--- src/hw/rtl/hco_pkg.sv ---
`timescale 1ns / 1ps
// ----------------------------------------------------------------------------
// hco_pkg
// Shared types, constants and helper functions for the hardware cursor overlay:
// mode codes, register indexes, size clamping and the arrow sprite bitmap.
// ----------------------------------------------------------------------------
package hco_pkg;

  // coordinate and size widths
  localparam int POS_W  = 12;
  localparam int SIZE_W = 13;
  localparam int DELTA_W = 8;
  localparam int COLOUR_W = 24;
  localparam logic [SIZE_W-1:0] POS_MAX = SIZE_W'(4096);

  // sprite placement window
  localparam int SPRITE_WIDTH  = 12;
  localparam int SPRITE_HEIGHT = 19;

  // arrow bitmap dimensions
  localparam int ROM_COLS = 12;
  localparam int ROM_ROWS = 19;
  localparam int COL_IDX_W = $clog2(ROM_COLS);
  localparam int ROW_IDX_W = $clog2(ROM_ROWS);
  localparam int HIT_COLS = (SPRITE_WIDTH < ROM_COLS) ? SPRITE_WIDTH : ROM_COLS;
  localparam int HIT_ROWS = (SPRITE_HEIGHT < ROM_ROWS) ? SPRITE_HEIGHT : ROM_ROWS;
  localparam int ROW_BITS = 2 * ROM_COLS;

  // colours
  localparam logic [COLOUR_W-1:0] COLOUR_BLACK = 24'h000000;
  localparam logic [COLOUR_W-1:0] COLOUR_WHITE = 24'hFFFFFF;

  // request modes
  typedef enum logic [1:0] {
    MODE_CENTER = 2'd0,
    MODE_MOVE   = 2'd1,
    MODE_PIXEL  = 2'd2,
    MODE_NONE   = 2'd3
  } mode_t;

  // sprite pixel codes
  typedef enum logic [1:0] {
    PIX_CLEAR    = 2'd0,
    PIX_BORDER   = 2'd1,
    PIX_INTERIOR = 2'd2,
    PIX_UNUSED   = 2'd3
  } pix_t;

  // configuration register indexes
  localparam int CFG_IDX_W = 1;
  localparam logic [CFG_IDX_W-1:0] REG_SCREEN_WIDTH  = 1'd0;
  localparam logic [CFG_IDX_W-1:0] REG_SCREEN_HEIGHT = 1'd1;

  // result of a pixel query
  typedef struct packed {
    logic                opaque;
    logic [COLOUR_W-1:0] colour;
  } pixel_hit_t;

  // zero counts as one, anything above the maximum counts as the maximum
  function automatic logic [SIZE_W-1:0] eff_size(input logic [SIZE_W-1:0] s);
    logic [SIZE_W-1:0] r;
    if (s == '0) begin
      r = SIZE_W'(1);
    end else if (s > POS_MAX) begin
      r = POS_MAX;
    end else begin
      r = s;
    end
    return r;
  endfunction

  // add a signed delta and clamp to 0 .. size-1
  function automatic logic [POS_W-1:0] clamp_move(input logic [POS_W-1:0] pos,
                                                   input logic [DELTA_W-1:0] d,
                                                   input logic [SIZE_W-1:0] size);
    logic [SIZE_W:0] n;
    logic [SIZE_W-1:0] lim;
    logic [POS_W-1:0] r;
    n = {2'b00, pos} + {{(SIZE_W + 1 - DELTA_W){d[DELTA_W-1]}}, d};
    lim = size - SIZE_W'(1);
    if (n[SIZE_W]) begin
      r = '0;
    end else if (n[SIZE_W-1:0] >= size) begin
      r = lim[POS_W-1:0];
    end else begin
      r = n[POS_W-1:0];
    end
    return r;
  endfunction

  // arrow bitmap, one row per entry, column 0 in the top two bits
  function automatic logic [ROW_BITS-1:0] sprite_row(input logic [ROW_IDX_W-1:0] row);
    logic [ROW_BITS-1:0] r;
    case (row)
      5'd0:    r = 24'h400000;
      5'd1:    r = 24'h500000;
      5'd2:    r = 24'h640000;
      5'd3:    r = 24'h690000;
      5'd4:    r = 24'h6A4000;
      5'd5:    r = 24'h6A9000;
      5'd6:    r = 24'h6AA400;
      5'd7:    r = 24'h6AA900;
      5'd8:    r = 24'h6AAA40;
      5'd9:    r = 24'h6AAA90;
      5'd10:   r = 24'h6AAAA4;
      5'd11:   r = 24'h6AA955;
      5'd12:   r = 24'h699900;
      5'd13:   r = 24'h641900;
      5'd14:   r = 24'h500640;
      5'd15:   r = 24'h400190;
      5'd16:   r = 24'h000064;
      5'd17:   r = 24'h000014;
      default: r = '0;
    endcase
    return r;
  endfunction

endpackage

--- src/hw/rtl/hco_pixel_lookup.sv ---
`timescale 1ns / 1ps
// ----------------------------------------------------------------------------
// hco_pixel_lookup
// Hit test of one screen pixel against the arrow sprite anchored at the
// cursor, with screen clipping; gives opacity and colour.
// ----------------------------------------------------------------------------
module hco_pixel_lookup import hco_pkg::*; (
  input  logic [POS_W-1:0]  pixel_x,
  input  logic [POS_W-1:0]  pixel_y,
  input  logic [POS_W-1:0]  column,
  input  logic [POS_W-1:0]  row,
  input  logic [SIZE_W-1:0] width,
  input  logic [SIZE_W-1:0] height,
  output pixel_hit_t        hit
);

  logic [POS_W-1:0]    di;
  logic [POS_W-1:0]    dj;
  logic                inside_sprite;
  logic                on_screen;
  logic [ROW_BITS-1:0] row_bits;
  logic [1:0]          code;
  logic [COL_IDX_W-1:0] col_idx;

  // offsets into the sprite
  assign di = pixel_x - column;
  assign dj = pixel_y - row;

  // window checks
  assign on_screen = ({1'b0, pixel_x} < width) && ({1'b0, pixel_y} < height);
  assign inside_sprite = (pixel_x >= column) && (pixel_y >= row) &&
                         (di < POS_W'(HIT_COLS)) && (dj < POS_W'(HIT_ROWS));

  // bitmap fetch
  assign row_bits = sprite_row(dj[ROW_IDX_W-1:0]);
  assign col_idx  = COL_IDX_W'(ROM_COLS - 1) - di[COL_IDX_W-1:0];
  assign code     = row_bits[{col_idx, 1'b0} +: 2];

  // opacity and colour
  always_comb begin
    hit.opaque = 1'b0;
    hit.colour = COLOUR_BLACK;
    if (on_screen && inside_sprite) begin
      case (code)
        PIX_BORDER: begin
          hit.opaque = 1'b1;
          hit.colour = COLOUR_BLACK;
        end
        PIX_INTERIOR: begin
          hit.opaque = 1'b1;
          hit.colour = COLOUR_WHITE;
        end
        default: begin
          hit.opaque = 1'b0;
          hit.colour = COLOUR_BLACK;
        end
      endcase
    end
  end

endmodule

--- src/hw/rtl/hardware_cursor_overlay_top.sv ---
`timescale 1ns / 1ps
// ----------------------------------------------------------------------------
// hardware_cursor_overlay_top
// An item passes the input register, then the result register, on its way
// from input transfer to result valid. Throughput: one item per cycle, limited
// only by the result register draining. Cursor position updates when an item
// leaves the input register. Reset (sync, active high) sets the cursor to 0,0
// and the screen size to 640x480 and empties both registers.
// ----------------------------------------------------------------------------
module hardware_cursor_overlay_top import hco_pkg::*; (
  input  logic                 clk,
  input  logic                 rst,
  // request channel
  input  logic                 in_valid,
  output logic                 in_ready,
  input  logic [1:0]           mode,
  input  logic [DELTA_W-1:0]   delta_x,
  input  logic [DELTA_W-1:0]   delta_y,
  input  logic [POS_W-1:0]     pixel_x,
  input  logic [POS_W-1:0]     pixel_y,
  // result channel
  output logic                 out_valid,
  input  logic                 out_ready,
  output logic [POS_W-1:0]     position_x,
  output logic [POS_W-1:0]     position_y,
  output logic                 opaque,
  output logic [COLOUR_W-1:0]  colour,
  // configuration channel
  input  logic                 cfg_valid,
  output logic                 cfg_ready,
  input  logic [CFG_IDX_W-1:0] cfg_index,
  input  logic [SIZE_W-1:0]    cfg_data
);

  logic [SIZE_W-1:0]  screen_width;
  logic [SIZE_W-1:0]  screen_height;
  logic [POS_W-1:0]   column;
  logic [POS_W-1:0]   row;
  logic [POS_W-1:0]   column_next;
  logic [POS_W-1:0]   row_next;
  logic               stage_valid;
  mode_t              stage_mode;
  logic [DELTA_W-1:0] stage_dx;
  logic [DELTA_W-1:0] stage_dy;
  logic [POS_W-1:0]   stage_px;
  logic [POS_W-1:0]   stage_py;
  logic [SIZE_W-1:0]  eff_w;
  logic [SIZE_W-1:0]  eff_h;
  logic               advance;
  logic               fire;
  pixel_hit_t         hit;
  pixel_hit_t         hit_res;

  // handshakes
  assign cfg_ready = 1'b1;
  assign advance   = !out_valid || out_ready;
  assign in_ready  = !stage_valid || advance;
  assign fire      = stage_valid && advance;

  // configuration registers
  always_ff @(posedge clk) begin
    if (rst) begin
      screen_width  <= SIZE_W'(640);
      screen_height <= SIZE_W'(480);
    end else if (cfg_valid && cfg_ready) begin
      case (cfg_index)
        REG_SCREEN_WIDTH:  screen_width  <= cfg_data;
        REG_SCREEN_HEIGHT: screen_height <= cfg_data;
        default: ;
      endcase
    end
  end

  // input register
  always_ff @(posedge clk) begin
    if (rst) begin
      stage_valid <= 1'b0;
    end else if (in_ready) begin
      stage_valid <= in_valid;
    end
  end

  always_ff @(posedge clk) begin
    if (in_valid && in_ready) begin
      stage_mode <= mode_t'(mode);
      stage_dx   <= delta_x;
      stage_dy   <= delta_y;
      stage_px   <= pixel_x;
      stage_py   <= pixel_y;
    end
  end

  // effective screen size
  assign eff_w = eff_size(screen_width);
  assign eff_h = eff_size(screen_height);

  // cursor update
  always_comb begin
    column_next = column;
    row_next    = row;
    case (stage_mode)
      MODE_CENTER: begin
        column_next = eff_w[POS_W:1];
        row_next    = eff_h[POS_W:1];
      end
      MODE_MOVE: begin
        column_next = clamp_move(column, stage_dx, eff_w);
        row_next    = clamp_move(row, stage_dy, eff_h);
      end
      default: begin
        column_next = column;
        row_next    = row;
      end
    endcase
  end

  always_ff @(posedge clk) begin
    if (rst) begin
      column <= '0;
      row    <= '0;
    end else if (fire) begin
      column <= column_next;
      row    <= row_next;
    end
  end

  // sprite hit test against the current position
  hco_pixel_lookup u_lookup (
    .pixel_x (stage_px),
    .pixel_y (stage_py),
    .column  (column),
    .row     (row),
    .width   (eff_w),
    .height  (eff_h),
    .hit     (hit)
  );

  // only pixel queries report coverage
  always_comb begin
    hit_res = '0;
    if (stage_mode == MODE_PIXEL) begin
      hit_res = hit;
    end
  end

  // result register
  always_ff @(posedge clk) begin
    if (rst) begin
      out_valid <= 1'b0;
    end else if (advance) begin
      out_valid <= stage_valid;
    end
  end

  always_ff @(posedge clk) begin
    if (fire) begin
      position_x <= column_next;
      position_y <= row_next;
      opaque     <= hit_res.opaque;
      colour     <= hit_res.colour;
    end
  end

  // a queued item is never dropped while the result side stalls
  assert property (@(posedge clk) disable iff (rst)
    stage_valid && !advance |=> stage_valid)
    else $error("queued item lost during stall");

  // uncovered results carry black
  assert property (@(posedge clk) disable iff (rst)
    out_valid && !opaque |-> colour == COLOUR_BLACK)
    else $error("colour set on uncovered pixel");

  // recenter lands on half the effective width
  assert property (@(posedge clk) disable iff (rst)
    fire && stage_mode == MODE_CENTER |=> column == $past(eff_w[POS_W:1]))
    else $error("recenter column wrong");

  // a move keeps the cursor on screen
  assert property (@(posedge clk) disable iff (rst)
    fire && stage_mode == MODE_MOVE |=>
      ({1'b0, column} < $past(eff_w)) && ({1'b0, row} < $past(eff_h)))
    else $error("move left cursor off screen");

  // reported position matches the cursor registers
  assert property (@(posedge clk) disable iff (rst)
    fire |=> position_x == column && position_y == row)
    else $error("result position differs from cursor");

endmodule
--- config.mk ---
export PLATFORM = sky130hd
export DESIGN_NAME = hardware_cursor_overlay_top
export DESIGN_NICKNAME = d
export VERILOG_FILES = /design/src/hw/rtl/hco_pkg.sv /design/src/hw/rtl/hco_pixel_lookup.sv /design/src/hw/rtl/hardware_cursor_overlay_top.sv
export SDC_FILE = /design/constraint.sdc
export NUM_CORES = 1
export LEC_CHECK = 0
export CORE_ASPECT_RATIO = 1.1
export CORE_MARGIN = 10
export CORE_UTILIZATION = 52
export CTS_BUF_LIST = sky130_fd_sc_hd__clkbuf_4
export DETAILED_ROUTE_END_ITERATION = 7
export DONT_BUFFER_PORTS = 1
export PLACE_DENSITY = 0.69
export SLEW_MARGIN = 20
export SYNTH_ARGS = -nofsm -noshare
export SYNTH_HDL_FRONTEND = slang
export SYNTH_SLANG_ARGS = --single-unit
--- constraint.sdc ---
create_clock -name clk -period 11.17 [get_ports clk]
set_input_delay 2.234 -clock clk [delete_from_list [all_inputs] [get_ports clk]]
set_output_delay 2.234 -clock clk [all_outputs]
set_load 0.005 [all_outputs]
==> out/qor.csv, run 1 <==
metric,value,unit
core,0.0177,mm²
routed_wl,25.3,mm
critPathMaxFanout,15,
dp_slack,6.40,ns
finalWeightedCongestion,0.966,
syn_nets,1239,
setup_viol,0,
synth_top_cells_by_area,"edfxtp_1, ha_1, dfxtp_1, nand2_1, a21oi_1",
grt_overflow_total,0,
grt_use_met1,27.2,%
ant_nets,0,
slew_headroom,26.8,%
cts_tree,yes,
areaGrowthSynthToFinish,2.26,%
cts_sinks,120,
layout_common_cells,"nand2_1, ha_1, a21oi_1",
dieArea,0.0237,mm²
layout_commonest_cell,nand2_1,
synth_top_family_by_area,compound AO/OA/AOI/OAI gates,
ys_seq_area_share,33.1,%
synthSimpleGateAreaFrac,17.9,%
clk_pin_slew,0.13,ns
crit_arrival,5.10,ns
tightestPinTransition,1.10,ns
synth_edf_count,68,
met2_usage,33.8,%
hold_path.class,reg -> reg,
power.leakage,3.74,nW
ys_seq_elements,120,
vias,7813,
htree_levels,4,
dp_hpwl,18.9,mm
muxShareOfSynthArea,1.50,%
io_buffers,0,
synth_fa_ha_area_share,15.4,%
clock_latency,0.59,ns
avgSynthCellArea,8.73,µm²
synthDistinctLibCells,77,
track_usage,21.1,%
die_h,160,µm
synth_top_area_share,21.9,%
start_kind,flop,
grt_max_degree,53,
path_class,reg -> reg,
fin_tns_setup,0,ns
rsz0062_at_grt,false,
peakVddDrop,77.1,µV
grt_pass1_vias,7506,
viasPerCell,6.13,
worstPathRequired,11.49,ns
drive_above_1_share,5.12,%
fmax,209,MHz
final.setup.worst_slack,6.39,ns
finalHoldViolations,0,
drt_iter0_drc,646,
ys.flop_type,edfxtp_1,
use_met3,5.20,%
antenna_found_initial,1,
avgRoutedWirePerCell,19.9,µm
clock_path_buffers,2,
fp.dieW,148,µm
slew_viol_final,0,
skew,0.0228,ns
ys.warnings.count,0,
cts_resized,0,
cts_buffers,17,
dr.pass1.iters,7,
postCtsSetupBuffers,0,
endpoint_kind,flop,
min_period_over_period,42.8,%
fin_util,53.9,%
yosys.area.top_type,edfxtp_1,
nets,1195,
syn_area,0.00931,mm²
outcome,finished clean,
p_per_area,129,mW/mm²
async_reset_ff_share,0,%
min_period,4.78,ns
grt_pass1_wl,40.2,mm
drcViolationCount,0,
n_fill_cell,1703,
synth_compound_area_share,21.5,%
postCtsHoldBufs,0,
drv_cap,0,
p_total,1.23,mW
io_pins,113,
synth_cells,1066,
start_util,52.7,%
cts_root_buffer,clkbuf_4,
grt.busiest_layer,met2,
fp-row-count,51,
synthXorXnorAreaFrac,4.33,%
==> worst max-delay path, cell delays in order, from the launching register on <==
cell	delay, ns
dfxtp_1	0.42
ha_1	0.21
inv_1	0.06
fa_1	0.39
nor2b_1	0.16
o2111ai_1	0.14
nand3_1	0.13
a31oi_1	0.11
o21bai_1	0.23
xor2_1	0.24
ha_1	0.28
a21o_1	0.16
a21o_1	0.18
a221o_1	0.35
a31oi_2	0.70
a21oi_1	0.15
a221oi_1	0.49
a21oi_1	0.09
==> routing by layer <==
metal | share of wire [%] | wire length [µm] | vias to the layer above
li1 | - | - | 3806
met1 | 44 | 11100 | 3650
met2 | 46 | 11700 | 309
met3 | 7.6 | 1930 | 48
met4 | 2.2 | 566 | 0
met5 | 0 | 0 | -
==> final cells by class <==
type	instances	area (µm²)	share of cell area [%]
multi-input cells	819	5650	59.4
clock buffers	18	135	1.42
repair buffers	4	30.0	0.315
inverters	60	225	2.37
flip-flops and latches	120	3080	32.4
diodes	1	2.50	0.0263
well taps	238	298	3.13
clock inverters	14	96.3	1.01
==> flip-flops by register name (all words and copies together), names as in the netlist <==
| name | count |
|---|---|
| stage_px | 12 |
| colour | 1 |
| opaque | 1 |
| out_valid | 1 |
| stage_dx | 8 |
| position_y | 12 |
| stage_valid | 1 |
| screen_width | 13 |
| screen_height | 13 |
| position_x | 12 |
| row | 12 |
| stage_py | 12 |
| stage_dy | 8 |
| stage_mode | 2 |
| column | 12 |
==> stage by stage <==
step	hold slack, ns	cell area (µm²)	std cells
floorplan	0.449	9310	1066
global placement	0.454	9290	1241
detailed placement	0.462	9290	1241
CTS	0.480	9520	1273
global route	0.517	9520	1274
finish	0.480	9520	1274
==> worst paths after layout <==
| path | startpoint | end | slack [ns] | depth (start not counted) |
|---|---|---|---|---|
| worst max-delay path | row[0] | position_y[0] | 6.39 | 17 |
| worst min-delay path | screen_height[0] | screen_height[0] | 0.48 | 2 |
| worst max register to register | row[0] | position_y[0] | 6.39 | 17 |
| worst min register to register | screen_height[0] | screen_height[0] | 0.48 | 2 |
==> kinds of logic after synthesis <==
kind of cell    after synthesis
buf+inv                     127
other cells                   1
mux                          14
compound gates              291
flops                       120
xor+xnor                     46
simple gates                355
fa+ha+maj                   112
==> synth_stat cells (24+ instances only) <==
library cell  instances
buf_4                24
ha_1                108
nor3_1               25
dfxtp_1              52
inv_1                58
nor2_1               79
o21ai_0              34
edfxtp_1             68
a21oi_1              85
clkbuf_1             38
xnor2_1              29
nand2_1             136
==> power by group <==
part	switching, mW	internal [mW]
clock	0.195	0.0920
combinational	0.249	0.163
sequential	0.0320	0.497
Power figures use the tool's default switching activity.
==> inputs of run 2 (changes only) <==
--- a/config.mk
+++ b/config.mk
@@ -11,7 +11,7 @@
 export CTS_BUF_LIST = sky130_fd_sc_hd__clkbuf_4
 export DETAILED_ROUTE_END_ITERATION = 7
 export DONT_BUFFER_PORTS = 1
-export PLACE_DENSITY = 0.69
+export PLACE_DENSITY = 0.72
 export SLEW_MARGIN = 20
 export SYNTH_ARGS = -nofsm -noshare
 export SYNTH_HDL_FRONTEND = slang
==> constraint.sdc (replaced) <==
create_clock -name clk -period 3.85 [get_ports clk]
set_input_delay 0.77 -clock clk [delete_from_list [all_inputs] [get_ports clk]]
set_output_delay 0.77 -clock clk [all_outputs]
set_load 0.005 [all_outputs]
==> out/qor.csv, run 2 (synthesized netlist as in run 1, its figures left out) <==
metric,value,unit
clock_path_buffers,2,
tightestPinTransition,1.09,ns
finalWeightedCongestion,0.952,
grt_pass1_wl,41.9,mm
drive_above_1_share,17.3,%
fmax,249,MHz
layout_common_cells,"nand2_1, ha_1, a21oi_1",
dp_hpwl,19.5,mm
postCtsHoldBufs,0,
p_total,4.04,mW
crit_cells,20,
n_fill_cell,1537,
cts_buffers,17,
clock_latency,0.58,ns
min_period_over_period,104,%
wl_met1,11.4,mm
worst_path_max_delay_cell,edfxtp_1,
antenna_found_initial,1,
io_buffers,0,
power_switching,1.51,mW
grt_pass1_vias,7952,
peakVddDrop,192,µV
dieArea,0.0237,mm²
critPathMaxFanout,4,
finalHoldViolations,0,
holdWs,0.244,ns
path_cells,ha_2 > inv_2 > fa_2 > nor2b_2 > o2111ai_2 > nand3_2 > a31oi_4 > o21bai_1 > xor2_1 > ha_1 > a21o_1 > a21o_1 > a221o_1 > a31oi_4 > buf_6 > buf_6 > a311oi_2 > a21oi_1 > o21ai_1 > o21a_1,
power_frac_clock,24.3,%
seqCellArea,0.00309,mm²
ant_nets,0,
path_class,reg -> reg,
cts_tree,yes,
wl_met2,12.7,mm
top_layer_used,met4,
fp.dieW,148,µm
crit_arrival,4.50,ns
p_per_area,381,mW/mm²
crit_family,compound AO/OA/AOI/OAI gates,
htree_levels,4,
rsz0062_at_grt,true,
endpoint_kind,flop,
setup_viol,39,
dr.pass1.iters,6,
cts_sinks,120,
areaGrowthSynthToFinish,13.6,%
multi_input_area,0.00601,mm²
violations,setup timing,
power_frac_comb,38.0,%
dp_cells,1300,
fin_area,0.0106,mm²
viasPerCell,6.12,
top_regs,"screen_height x13, screen_width x13",
outcome,"complete, but fails checks",
dp_slack,-0.332,ns
start_util,52.7,%
drv_cap,0,
power.leakage,4.22,nW
grt_overflow_total,0,
worst-path-buf-inv,3,
drcViolationCount,0,
hold_path.class,in -> reg,
min_period,4.01,ns
dpl_cell_area,0.00977,mm²
start_kind,flop,
track_usage,21.9,%
max_stage_delay,0.37,ns
routed_wl,26.9,mm
holdPathStages,1,
fin_tns_setup,-3.05,ns
slew_viol_final,0,
p_int,2.52,mW
die_h,160,µm
rr_worst_depth,20,
avgRoutedWirePerCell,19.9,µm
fin_cells,1352,
reg2reg_from,stage_dy[0],
wl_met3,2.18,mm
cp-startpoint,stage_dy[0],
nets,1273,
cp-endpoint,row[3],
pwr-share-seq,37.7,%
io_pins,113,
clk_pin_slew,0.13,ns
layout_commonest_cell,nand2_1,
slew_headroom,27.6,%
core,0.0177,mm²
reg2reg_slack,-0.16,ns
final.setup.worst_slack,-0.159,ns
cts_root_buffer,clkbuf_4,
drt_iter0_drc,713,
worstPathRequired,4.34,ns
swShare,37.5,%
vias,8277,
fp-row-count,51,
timing.rr.end,row[3],
fin_util,59.9,%
grt_max_degree,53,
skew,0.0193,ns
run 2: changes by cell type in the layout (fill, tap and decap cells not counted), moves of 6 or more:
cell      change
a21oi_1       -7
o221ai_1      -7
o221ai_2      +6
buf_6         +6
buf_4        +71
run 2: timing repair:
item,in CTS,in global routing
resized for setup,33,46
pin swaps,35,45
setup buffers,13,6
endpoints found under the setup margin,45,50
run 2: worst reg2reg max path: stages (launching register included):
cell and delay, ns:
edfxtp_1 0.37, ha_2 0.19, inv_2 0.04, fa_2 0.34
nor2b_2 0.16, o2111ai_2 0.15, nand3_2 0.13, a31oi_4 0.09
o21bai_1 0.20, xor2_1 0.25, ha_1 0.29, a21o_1 0.18
a21o_1 0.15, a221o_1 0.34, a31oi_4 0.28, buf_6 0.17
buf_6 0.09, a311oi_2 0.03, a21oi_1 0.17, o21ai_1 0.11
o21a_1 0.19
run 2: worst min-delay path by stage:
stage,from,endpoint,slack [ns]
after floorplan,screen_height[11],screen_height[11],0.45
after global placement,screen_height[11],screen_height[11],0.46
after detailed placement,screen_height[0],screen_height[0],0.46
after CTS,rst,row[0],0.23
after global routing,rst,row[0],0.21
final,rst,screen_width[12],0.24
run 2: layout make-up:
class / instances / share of cell area, %
Inverter: 60 / 2.15
Sequential cell: 120 / 29.2
Clock inverter: 14 / 1.54
Clock buffer: 18 / 1.28
Multi-Input combinational cell: 819 / 56.8
Antenna cell: 1 / 0.0237
Timing Repair Buffer: 82 / 6.15
Tap cell: 238 / 2.81
run 2: per-layer routing:
layer | track usage [%] | vias up
met2 | 35.6 | 355
met4 | 7.26 | 0
li1 | - | 3968
met5 | 0 | -
met3 | 5.93 | 71
met1 | 27.5 | 3883
run 2: power groups by stage:
stage | clock, mW | combinational, mW | sequential [mW]
2_1_floorplan | 0 | 0.988 | 1.52
3_3_place_gp | 0 | 1.29 | 1.55
3_5_place_dp | 0 | 1.31 | 1.55
4_1_cts | 0.992 | 1.40 | 1.52
5_1_grt | 1.05 | 1.68 | 1.53
6_report | 0.981 | 1.53 | 1.52
